## src/sv/cht_pkg.sv

```systemverilog
`timescale 1ns / 1ps
`default_nettype none
// ---------------------------------------------------------------------------
// cht_pkg
// Shared types, constants, microcode and saturation helpers for the cubic
// Hermite trajectory generator.
// ---------------------------------------------------------------------------
package cht_pkg;

  // fixed-point format
  localparam int FRAC_BITS = 16;
  localparam int DATA_W    = 32;
  localparam int DT_W      = 16;
  localparam int COEF_W    = 36;
  localparam int ACC_W     = 48;
  localparam int HALF_W    = ACC_W / 2;
  localparam int MUL_A_W   = HALF_W + 1;
  localparam int MUL_B_W   = DATA_W + 1;
  localparam int MUL_W     = MUL_A_W + MUL_B_W;
  localparam int PROD_W    = ACC_W + MUL_B_W;
  localparam int SUM_W     = ACC_W + 1;
  localparam int STEP_W    = 4;

  // configuration register indexes
  localparam logic [1:0] REG_START_POS = 2'd0;
  localparam logic [1:0] REG_GOAL_POS  = 2'd1;
  localparam logic [1:0] REG_START_VEL = 2'd2;
  localparam logic [1:0] REG_GOAL_VEL  = 2'd3;

  // request opcodes
  localparam logic OP_LATCH  = 1'b0;
  localparam logic OP_SAMPLE = 1'b1;

  // accumulator operations of a control word
  localparam logic [2:0] ACC_NOP    = 3'd0;
  localparam logic [2:0] ACC_LOAD   = 3'd1;
  localparam logic [2:0] ACC_HORNER = 3'd2;
  localparam logic [2:0] ACC_FINAL  = 3'd3;
  localparam logic [2:0] ACC_LATCH  = 3'd4;

  // coefficient selects
  localparam logic [1:0] COEF_0 = 2'd0;
  localparam logic [1:0] COEF_1 = 2'd1;
  localparam logic [1:0] COEF_2 = 2'd2;
  localparam logic [1:0] COEF_3 = 2'd3;

  // microprogram entry points
  localparam logic [STEP_W-1:0] STEP_DISPATCH = 4'd0;
  localparam logic [STEP_W-1:0] STEP_LATCH    = 4'd10;

  localparam logic signed [ACC_W-1:0]  ACC_MAX = {1'b0, {(ACC_W-1){1'b1}}};
  localparam logic signed [ACC_W-1:0]  ACC_MIN = {1'b1, {(ACC_W-1){1'b0}}};
  localparam logic signed [DATA_W-1:0] POS_MAX = {1'b0, {(DATA_W-1){1'b1}}};
  localparam logic signed [DATA_W-1:0] POS_MIN = {1'b1, {(DATA_W-1){1'b0}}};

  // one microcode control word
  typedef struct packed {
    logic              done;
    logic              jump_latch;
    logic [STEP_W-1:0] target;
    logic              mul_en;
    logic              mul_hi;
    logic [2:0]        acc_op;
    logic [1:0]        coef_sel;
  } ctrl_word_t;

  // status from datapath to sequencer
  typedef struct packed {
    logic op;
  } dp_status_t;

  // one result
  typedef struct packed {
    logic signed [DATA_W-1:0] position;
    logic                     spline_ready;
    logic                     saturated;
  } result_t;

  // microprogram rom: horner evaluation in three multiply-add rounds
  function automatic ctrl_word_t ucode(input logic [STEP_W-1:0] step);
    ctrl_word_t w;
    w = '0;
    unique case (step)
      STEP_DISPATCH: begin
        w.acc_op     = ACC_LOAD;
        w.coef_sel   = COEF_3;
        w.jump_latch = 1'b1;
        w.target     = STEP_LATCH;
      end
      4'd1, 4'd4, 4'd7: begin
        w.mul_en = 1'b1;
        w.mul_hi = 1'b0;
      end
      4'd2, 4'd5, 4'd8: begin
        w.mul_en = 1'b1;
        w.mul_hi = 1'b1;
      end
      4'd3: begin
        w.acc_op   = ACC_HORNER;
        w.coef_sel = COEF_2;
      end
      4'd6: begin
        w.acc_op   = ACC_HORNER;
        w.coef_sel = COEF_1;
      end
      4'd9: begin
        w.acc_op   = ACC_FINAL;
        w.coef_sel = COEF_0;
        w.done     = 1'b1;
      end
      STEP_LATCH: begin
        w.acc_op = ACC_LATCH;
        w.done   = 1'b1;
      end
      default: begin
        w.done = 1'b1;
      end
    endcase
    return w;
  endfunction

  // floor of the product by 2^FRAC_BITS, clamped to the accumulator range
  function automatic logic signed [ACC_W-1:0] scale_sat(
    input logic signed [PROD_W-1:0] p
  );
    logic signed [PROD_W-1:0] s;
    s = p >>> FRAC_BITS;
    if (s > PROD_W'(ACC_MAX)) begin
      return ACC_MAX;
    end else if (s < PROD_W'(ACC_MIN)) begin
      return ACC_MIN;
    end
    return s[ACC_W-1:0];
  endfunction

  // add a coefficient and clamp to the accumulator range
  function automatic logic signed [ACC_W-1:0] add_sat(
    input logic signed [ACC_W-1:0]  a,
    input logic signed [COEF_W-1:0] c
  );
    logic signed [SUM_W-1:0] s;
    s = SUM_W'(a) + SUM_W'(c);
    if (s > SUM_W'(ACC_MAX)) begin
      return ACC_MAX;
    end else if (s < SUM_W'(ACC_MIN)) begin
      return ACC_MIN;
    end
    return s[ACC_W-1:0];
  endfunction

endpackage

`default_nettype wire

```

## src/sv/cubic_hermite_trajectory.sv

```systemverilog
`timescale 1ns / 1ps
`default_nettype none
// Sample request: the microprogram runs three rounds on one shared
// 25x33 multiplier (low half, high half, scale and add per round) and
// loads the result register; a new request may enter on the finishing step.
// Latch request: the dispatch step, then the latch step.
// Reset clears configuration registers, coefficients, spline time and the ready flag.
// ---------------------------------------------------------------------------
// cubic_hermite_trajectory
// Cubic Hermite spline setpoint generator: microcoded sequencer over a
// Horner-evaluation datapath, with a registered result stage.
// ---------------------------------------------------------------------------
module cubic_hermite_trajectory (
  input  wire                               clk,
  input  wire                               rst,
  input  wire                               cfg_wr_en,
  input  wire  [1:0]                        cfg_index,
  input  wire  [cht_pkg::DATA_W-1:0]        cfg_data,
  input  wire                               item_valid,
  output logic                              item_stall,
  input  wire                               op,
  input  wire  [cht_pkg::DT_W-1:0]          time_step,
  output logic                              result_valid,
  input  wire                               result_stall,
  output logic signed [cht_pkg::DATA_W-1:0] position,
  output logic                              spline_ready,
  output logic                              saturated
);

  cht_pkg::ctrl_word_t ctrl;
  cht_pkg::dp_status_t status;
  cht_pkg::result_t    result;
  logic                fire;
  logic                busy;
  logic                finish;
  logic                start;
  logic                hold;

  // request handshake: a new request may enter on the finishing step
  assign item_stall = busy & ~finish;
  assign start      = item_valid & ~item_stall;
  assign hold       = result_valid & result_stall;

  cht_sequencer u_seq (
    .clk    (clk),
    .rst    (rst),
    .start  (start),
    .hold   (hold),
    .status (status),
    .ctrl   (ctrl),
    .fire   (fire),
    .busy   (busy),
    .finish (finish)
  );

  cht_datapath u_dp (
    .clk       (clk),
    .rst       (rst),
    .cfg_wr_en (cfg_wr_en),
    .cfg_index (cfg_index),
    .cfg_data  (cfg_data),
    .start     (start),
    .op        (op),
    .time_step (time_step),
    .ctrl      (ctrl),
    .fire      (fire),
    .status    (status),
    .result    (result)
  );

  // result register
  always_ff @(posedge clk) begin
    if (rst) begin
      result_valid <= 1'b0;
    end else if (finish) begin
      result_valid <= 1'b1;
    end else if (result_valid && !result_stall) begin
      result_valid <= 1'b0;
    end
  end

  always_ff @(posedge clk) begin
    if (finish) begin
      position     <= result.position;
      spline_ready <= result.spline_ready;
      saturated    <= result.saturated;
    end
  end

endmodule

`default_nettype wire

```

## src/sv/cht_sequencer.sv

```systemverilog
`timescale 1ns / 1ps
`default_nettype none
// ---------------------------------------------------------------------------
// cht_sequencer
// Step counter over the microcode rom, with the opcode jump and a hold on
// the final step while the result register is still occupied.
// ---------------------------------------------------------------------------
module cht_sequencer (
  input  wire                 clk,
  input  wire                 rst,
  input  wire                 start,
  input  wire                 hold,
  input  cht_pkg::dp_status_t status,
  output cht_pkg::ctrl_word_t ctrl,
  output logic                fire,
  output logic                busy,
  output logic                finish
);

  logic [cht_pkg::STEP_W-1:0] step;
  logic [cht_pkg::STEP_W-1:0] step_next;
  logic                       busy_next;

  // fetch the current control word
  assign ctrl   = cht_pkg::ucode(step);
  assign fire   = busy & ~(ctrl.done & hold);
  assign finish = fire & ctrl.done;

  // next step selection
  always_comb begin
    step_next = step;
    busy_next = busy;
    if (start) begin
      step_next = cht_pkg::STEP_DISPATCH;
      busy_next = 1'b1;
    end else if (fire) begin
      if (ctrl.done) begin
        busy_next = 1'b0;
      end else if (ctrl.jump_latch && (status.op == cht_pkg::OP_LATCH)) begin
        step_next = ctrl.target;
      end else begin
        step_next = step + 1'b1;
      end
    end
  end

  always_ff @(posedge clk) begin
    if (rst) begin
      step <= cht_pkg::STEP_DISPATCH;
      busy <= 1'b0;
    end else begin
      step <= step_next;
      busy <= busy_next;
    end
  end

endmodule

`default_nettype wire

```

## src/sv/cht_datapath.sv

```systemverilog
`timescale 1ns / 1ps
`default_nettype none
// ---------------------------------------------------------------------------
// cht_datapath
// Configuration registers, coefficient store, spline time, a shared
// half-width multiplier and the Horner accumulator.
// ---------------------------------------------------------------------------
module cht_datapath (
  input  wire                               clk,
  input  wire                               rst,
  input  wire                               cfg_wr_en,
  input  wire  [1:0]                        cfg_index,
  input  wire  [cht_pkg::DATA_W-1:0]        cfg_data,
  input  wire                               start,
  input  wire                               op,
  input  wire  [cht_pkg::DT_W-1:0]          time_step,
  input  cht_pkg::ctrl_word_t               ctrl,
  input  wire                               fire,
  output cht_pkg::dp_status_t               status,
  output cht_pkg::result_t                  result
);

  localparam int DW = cht_pkg::DATA_W;
  localparam int CW = cht_pkg::COEF_W;
  localparam int AW = cht_pkg::ACC_W;
  localparam int HW = cht_pkg::HALF_W;
  localparam int PW = cht_pkg::PROD_W;

  logic signed [DW-1:0] start_pos;
  logic signed [DW-1:0] goal_pos;
  logic signed [DW-1:0] start_vel;
  logic signed [DW-1:0] goal_vel;

  logic signed [CW-1:0] coef0;
  logic signed [CW-1:0] coef1;
  logic signed [CW-1:0] coef2;
  logic signed [CW-1:0] coef3;
  logic                 ready_flag;
  logic [DW-1:0]        spline_clock;

  logic                 op_q;
  logic [cht_pkg::DT_W-1:0] dt_q;

  logic signed [AW-1:0] acc;
  logic signed [PW-1:0] prod;

  // configuration writes
  always_ff @(posedge clk) begin
    if (rst) begin
      start_pos <= '0;
      goal_pos  <= '0;
      start_vel <= '0;
      goal_vel  <= '0;
    end else if (cfg_wr_en) begin
      unique case (cfg_index)
        cht_pkg::REG_START_POS: start_pos <= cfg_data;
        cht_pkg::REG_GOAL_POS:  goal_pos  <= cfg_data;
        cht_pkg::REG_START_VEL: start_vel <= cfg_data;
        cht_pkg::REG_GOAL_VEL:  goal_vel  <= cfg_data;
        default: ;
      endcase
    end
  end

  // request fields held for the length of the program
  always_ff @(posedge clk) begin
    if (start) begin
      op_q <= op;
      dt_q <= time_step;
    end
  end

  assign status.op = op_q;

  // coefficients from the boundary conditions
  logic signed [CW-1:0] p0_x;
  logic signed [CW-1:0] pg_x;
  logic signed [CW-1:0] v0_x;
  logic signed [CW-1:0] vg_x;
  logic signed [CW-1:0] dpos;
  logic signed [CW-1:0] c2_new;
  logic signed [CW-1:0] c3_new;

  always_comb begin
    p0_x   = CW'(start_pos);
    pg_x   = CW'(goal_pos);
    v0_x   = CW'(start_vel);
    vg_x   = CW'(goal_vel);
    dpos   = pg_x - p0_x;
    c2_new = (dpos <<< 1) + dpos - (v0_x <<< 1) - vg_x;
    c3_new = v0_x + vg_x - (dpos <<< 1);
  end

  // coefficient select
  logic signed [CW-1:0] coef_sel;

  always_comb begin
    case (ctrl.coef_sel)
      cht_pkg::COEF_0: coef_sel = coef0;
      cht_pkg::COEF_1: coef_sel = coef1;
      cht_pkg::COEF_2: coef_sel = coef2;
      default:         coef_sel = coef3;
    endcase
  end

  // shared multiplier: one accumulator half times the spline time
  logic signed [cht_pkg::MUL_A_W-1:0] mul_a;
  logic signed [cht_pkg::MUL_B_W-1:0] mul_b;
  logic signed [cht_pkg::MUL_W-1:0]   mul_p;

  always_comb begin
    if (ctrl.mul_hi) begin
      // upper half carries the sign of the accumulator
      mul_a = {acc[AW-1], acc[AW-1:HW]};
    end else begin
      mul_a = {1'b0, acc[HW-1:0]};
    end
    mul_b = {1'b0, spline_clock};
    mul_p = mul_a * mul_b;
  end

  // product accumulation over the two halves
  always_ff @(posedge clk) begin
    if (fire && ctrl.mul_en) begin
      if (ctrl.mul_hi) begin
        prod <= prod + (PW'(mul_p) <<< HW);
      end else begin
        prod <= PW'(mul_p);
      end
    end
  end

  // horner step and final position
  logic signed [AW-1:0]           scaled;
  logic signed [cht_pkg::SUM_W-1:0] pos_sum;
  logic signed [DW-1:0]           pos_val;
  logic                           pos_sat;
  logic [DW:0]                    clock_sum;

  always_comb begin
    scaled  = cht_pkg::scale_sat(prod);
    pos_sum = cht_pkg::SUM_W'(scaled) + cht_pkg::SUM_W'(coef0);
    pos_sat = 1'b0;
    pos_val = pos_sum[DW-1:0];
    if (pos_sum > cht_pkg::SUM_W'(cht_pkg::POS_MAX)) begin
      pos_val = cht_pkg::POS_MAX;
      pos_sat = 1'b1;
    end else if (pos_sum < cht_pkg::SUM_W'(cht_pkg::POS_MIN)) begin
      pos_val = cht_pkg::POS_MIN;
      pos_sat = 1'b1;
    end
    clock_sum = {1'b0, spline_clock} + (DW+1)'(dt_q);
  end

  // accumulator and spline state updates
  always_ff @(posedge clk) begin
    if (rst) begin
      coef0        <= '0;
      coef1        <= '0;
      coef2        <= '0;
      coef3        <= '0;
      ready_flag   <= 1'b0;
      spline_clock <= '0;
    end else if (fire) begin
      unique case (ctrl.acc_op)
        cht_pkg::ACC_LOAD: begin
          acc <= AW'(coef_sel);
        end
        cht_pkg::ACC_HORNER: begin
          acc <= cht_pkg::add_sat(scaled, coef_sel);
        end
        cht_pkg::ACC_FINAL: begin
          if (clock_sum[DW]) begin
            spline_clock <= '1;
          end else begin
            spline_clock <= clock_sum[DW-1:0];
          end
        end
        cht_pkg::ACC_LATCH: begin
          coef0      <= p0_x;
          coef1      <= v0_x;
          coef2      <= c2_new;
          coef3      <= c3_new;
          ready_flag <= 1'b1;
        end
        default: ;
      endcase
    end
  end

  // result of the finishing step
  always_comb begin
    if (ctrl.acc_op == cht_pkg::ACC_LATCH) begin
      result.position     = '0;
      result.spline_ready = 1'b1;
      result.saturated    = 1'b0;
    end else begin
      result.position     = pos_val;
      result.spline_ready = ready_flag;
      result.saturated    = pos_sat;
    end
  end

endmodule

`default_nettype wire

```

## config.mk

```make
export PLATFORM = sky130hd
export DESIGN_NAME = cubic_hermite_trajectory
export DESIGN_NICKNAME = d
export VERILOG_FILES = /design/src/sv/cht_pkg.sv /design/src/sv/cubic_hermite_trajectory.sv /design/src/sv/cht_sequencer.sv /design/src/sv/cht_datapath.sv
export SDC_FILE = /design/constraint.sdc
export NUM_CORES = 2
export LEC_CHECK = 0
export BUFFER_PORTS_ARGS = -buffer_cell sky130_fd_sc_hd__buf_2
export CAP_MARGIN = 10
export CELL_PAD_IN_SITES_DETAIL_PLACEMENT = 1
export CELL_PAD_IN_SITES_GLOBAL_PLACEMENT = 1
export CORE_MARGIN = 2
export CORE_UTILIZATION = 46
export CTS_BUF_LIST = sky130_fd_sc_hd__clkbuf_4
export DETAILED_ROUTE_END_ITERATION = 6
export PLACE_DENSITY_LB_ADDON = 0.1
export SETUP_SLACK_MARGIN = 0.4
export SLEW_MARGIN = 20
export SYNTH_ARGS = -nofsm -noshare
export SYNTH_HDL_FRONTEND = slang
export SYNTH_SLANG_ARGS = --single-unit
```

## constraint.sdc

```tcl
create_clock -name clk -period 11.6 [get_ports clk]
set_input_delay 0.58 -clock clk [delete_from_list [all_inputs] [get_ports clk]]
set_output_delay 0.58 -clock clk [all_outputs]
set_load 0.01 [all_outputs]
```

==> metrics.md <==
| Metric | Value |
|---|---|
| Run status | finished, final reports clean |
| Worst path max stage delay | around 580 ps |
| Category of the critical setup timing path | reg -> reg |
| Pwr per Cell Area | 96.3 mW/mm² |
| Largest vdd supply drop | 0.117 mV |
| Min-delay worst type | in -> reg |
| Routed WL | around 220 mm |
| CTS Root Cell | sky130_fd_sc_hd__clkbuf_4 |
| Number of filler cells placed in the layout | 16070 |
| Detail-routed net length per standard cell | 23.2 µm |
| Number of different library cells in the post-synthesis netlist | 80 |
| Worst clock skew | approximately 110 ps |
| Detailed placement HPWL | ~170 mm |
| Final cycle utilization of the critical path | 0.935 |
| Vias after detailed routing | approximately 53000 |
| Leakage | ~32 nW |
| DP Area | roughly 0.065 mm² |
| Number of flip-flops and latches in the synthesized netlist | between 400 and 500 |
| Proportion of synthesized flip-flops having asynchronous set or reset | 0 |
| Worst Setup Start Kind | flop |
| Router iterations before antenna repair | 6 |
| Final Cell Area | roughly 0.068 mm² |
| Post-synth top area share | 0.247 |
| Maximum fanout along the worst path | 16 |
| Residual DRC count | 0 |
| Maximum number of pins on one net before global-route repair | about 90 |
| Starting density of the core | 0.463 |
| Most common cell in the synthesized netlist | sky130_fd_sc_hd__nand2_1 |
| Number of antenna violations at the first check in global routing | 11 |
| Max Clock Freq | around 92 MHz |
| Worst path slowest cell | sky130_fd_sc_hd__fa_1 |
| Reported max-cap violation count | 0 |
| GR Overflow Total | 0 |
| End-of-flow core utilization | 0.508 |
| Total Neg Setup Slack | 0 ps |
| H-Tree Level Count | 4 |
| Sequential element share of the synthesized area | 0.178 |
| Most frequent cells after synthesis | sky130_fd_sc_hd__nand2_1, sky130_fd_sc_hd__inv_1, sky130_fd_sc_hd__fa_1 |
| Worst Max-Slew Pin Slew | 1170 ps |
| Number of core rows | around 130 |
| Die boundary height | between 300 and 400 µm |
| Routability congestion estimate | roughly 0.95 |
| Top-level I/O count | just over 90 |
| Register clock-pin slew on the reported worst setup and hold paths | ~70 ps |
| Final period demand of the worst path | ~11000 ps |
| Inserted Clock Buffers | around 140 |
| Req. time, crit path | around 13000 ps |
| Vias in the first global route | between 50000 and 60000 |
| Port-buffer cells | 91 |
| Number of failing hold endpoints at the final stage | 0 |
| EDFF count, synth | 164 |
| Count of nets left with antenna violations after detail routing | 0 |
| RSZ-0062 raised after global routing | yes |
| Syn. warnings | 0 |
| Clock tree from TritonCTS | done |
| Wire length of the first global-routing pass | around 340 mm |
| Synth Instances | 7457 |
| Fraction of final layout cells sized beyond drive strength 1 | 0.0819 |
| WP data arrival | 11770 ps |
| Type of element capturing the critical path | flop |
| Post-synth top flop | sky130_fd_sc_hd__dfxtp_1 |
| Core Footprint | between 0.1 and 0.15 mm² |
| Net Count, Synth | around 8800 |
| Chip Width | between 300 and 400 µm |
| Post-synth top area cell | sky130_fd_sc_hd__fa_1 |
| Number of nets in the layout | a little under 9000 |
| Buffers from clock root to sink, at most | 3 |
| Die area | 0.137 mm² |
| Area of the mapped netlist | 0.0617 mm² |
| Non-filler cells in the finished layout | 9444 |
| Placed cell count | between 9000 and 10000 |
| Total count of max-transition violations in the final report | 0 |
| Post-synthesis average cell area | a little over 8 µm² |
| TritonCTS sink count | ~470 |
| Total of endpoints with negative setup slack in the final report | 0 |
| Main area contributors after synthesis | sky130_fd_sc_hd__fa_1, sky130_fd_sc_hd__ha_1, sky130_fd_sc_hd__dfxtp_1 |
| Rel. slew slack | 0.216 |
| All-layer global routing usage | 0.323 |
| Post-synthesis to final-layout area growth | 9.81% |
| Ratio of routed vias to standard cells | around 5.7 |
| Clock latency of the later-clocked register in the worst-skew pair | approximately 1200 ps |
| First-iteration detailed-routing DRC count | 3091 |
-- sequential cells by signal (all words and copies together), names as in the netlist, 36 cells and up --
signal,cells
u_dp.prod,65
u_dp.acc,48
u_dp.coef3,36
u_dp.coef2,36
-- report_power, final --
part / switching, mW / leakage, nW / internal (mW)
Clock: 0.863 / 1.08 / 0.848
Combinational: 1.87 / 27.2 / 1.14
Sequential: 0.0509 / 3.97 / 1.76
-- metal layers --
metal	share of wire	wire (µm)	up-vias	GRT usage
li1	-	-	24643	-
met1	0.41	90600	27129	0.402
met2	0.50	109000	1202	0.568
met3	0.043	9330	410	0.0368
met4	0.045	9800	4	0.131
met5	0.00012	27	-	0
-- final cells by class --
| class | instances | area [µm²] | area share |
|---|---|---|---|
| multi-input combinational | 5658 | 46200 | 0.682 |
| sequential | 467 | 11000 | 0.162 |
| inverter | 964 | 3620 | 0.0534 |
| timing repair buffer | 335 | 2850 | 0.0420 |
| tap | 1768 | 2210 | 0.0326 |
| clock buffer | 195 | 1460 | 0.0216 |
| clock inverter | 51 | 389 | 0.00574 |
| antenna | 6 | 15.0 | 0.000222 |
-- worst max-delay path: cells and delay by family (launching register included) --
kind | cells | cell delay, ps
adder cells (fa/ha/maj) | 10 | 4520
AO/OA/AOI/OAI | 14 | 3050
buffers and inverters | 13 | 1530
AND/OR/NAND/NOR | 9 | 1040
flip-flops | 1 | 340
XOR/XNOR | 1 | 200
-- per-stage QoR --
stage	power, mW	hold WS [ps]	setup slack, ps
after detailed placement	4.76	446	-74.5
after floorplan	3.86	415	766
after CTS	6.53	16.7	406
final	6.53	158	755
after global placement	4.71	439	227
after global routing	6.97	52.1	262
-- worst paths after layout --
check                                            startpoint                          end  slack [ps]  depth (start not counted)
worst max register to register   u_seq.step[1]$_SDFFE_PP0P_      u_dp.prod[79]$_DFFE_PP_         760                         47
worst min register to register  u_dp.coef2[17]$_SDFFE_PP0P_  u_dp.coef2[17]$_SDFFE_PP0P_         450                          2
worst min-delay path                          time_step[10]      u_dp.dt_q[10]$_DFFE_PP_         160                          2
worst max-delay path             u_seq.step[1]$_SDFFE_PP0P_      u_dp.prod[79]$_DFFE_PP_         760                         47
-- kinds of logic (layout without fill, tap and decap cells) --
kind of cell,after synthesis,after routing,synth area share
muxes,19,19,0.00316
buffers and inverters,1332,1545,0.0817
AOI/OAI and AO/OA,1448,1448,0.145
DFF,467,467,0.178
xor gates and xnor gates,319,319,0.0453
adders and majority gates,1304,1304,0.357
other,0,6,0
and+or+nand+nor,2568,2568,0.190
-- layout by cell type (no fill, tap or decap), types with 60 or more instances in the layout --
cell	synthesis	final
sky130_fd_sc_hd__nand2_1	1284	1276
sky130_fd_sc_hd__inv_1	964	964
sky130_fd_sc_hd__fa_1	760	760
sky130_fd_sc_hd__a21oi_1	610	600
sky130_fd_sc_hd__ha_1	542	530
sky130_fd_sc_hd__nor2_1	417	410
sky130_fd_sc_hd__dfxtp_1	303	299
sky130_fd_sc_hd__and2_1	259	259
sky130_fd_sc_hd__o21ai_0	244	236
sky130_fd_sc_hd__xnor2_1	207	202
sky130_fd_sc_hd__clkbuf_4	0	195
sky130_fd_sc_hd__a21o_1	177	177
sky130_fd_sc_hd__nor2b_1	166	166
sky130_fd_sc_hd__edfxtp_1	164	164
sky130_fd_sc_hd__buf_4	0	157
sky130_fd_sc_hd__xor2_1	112	106
sky130_fd_sc_hd__nand3_1	95	95
sky130_fd_sc_hd__buf_2	3	90
sky130_fd_sc_hd__nand4_1	80	80
sky130_fd_sc_hd__nand2b_1	71	70
sky130_fd_sc_hd__a211oi_1	61	60
-- what timing repair did --
item                                    4_1_cts  5_1_grt
hold buffers                                 56        0
pin swaps                                     2       13
resized for setup                            15       69
endpoints found under the hold margin       204        0
endpoints found under the setup margin       15       22
cloned                                        0        6
buffers inserted                              3        8
(Power assumes the default switching activity.)
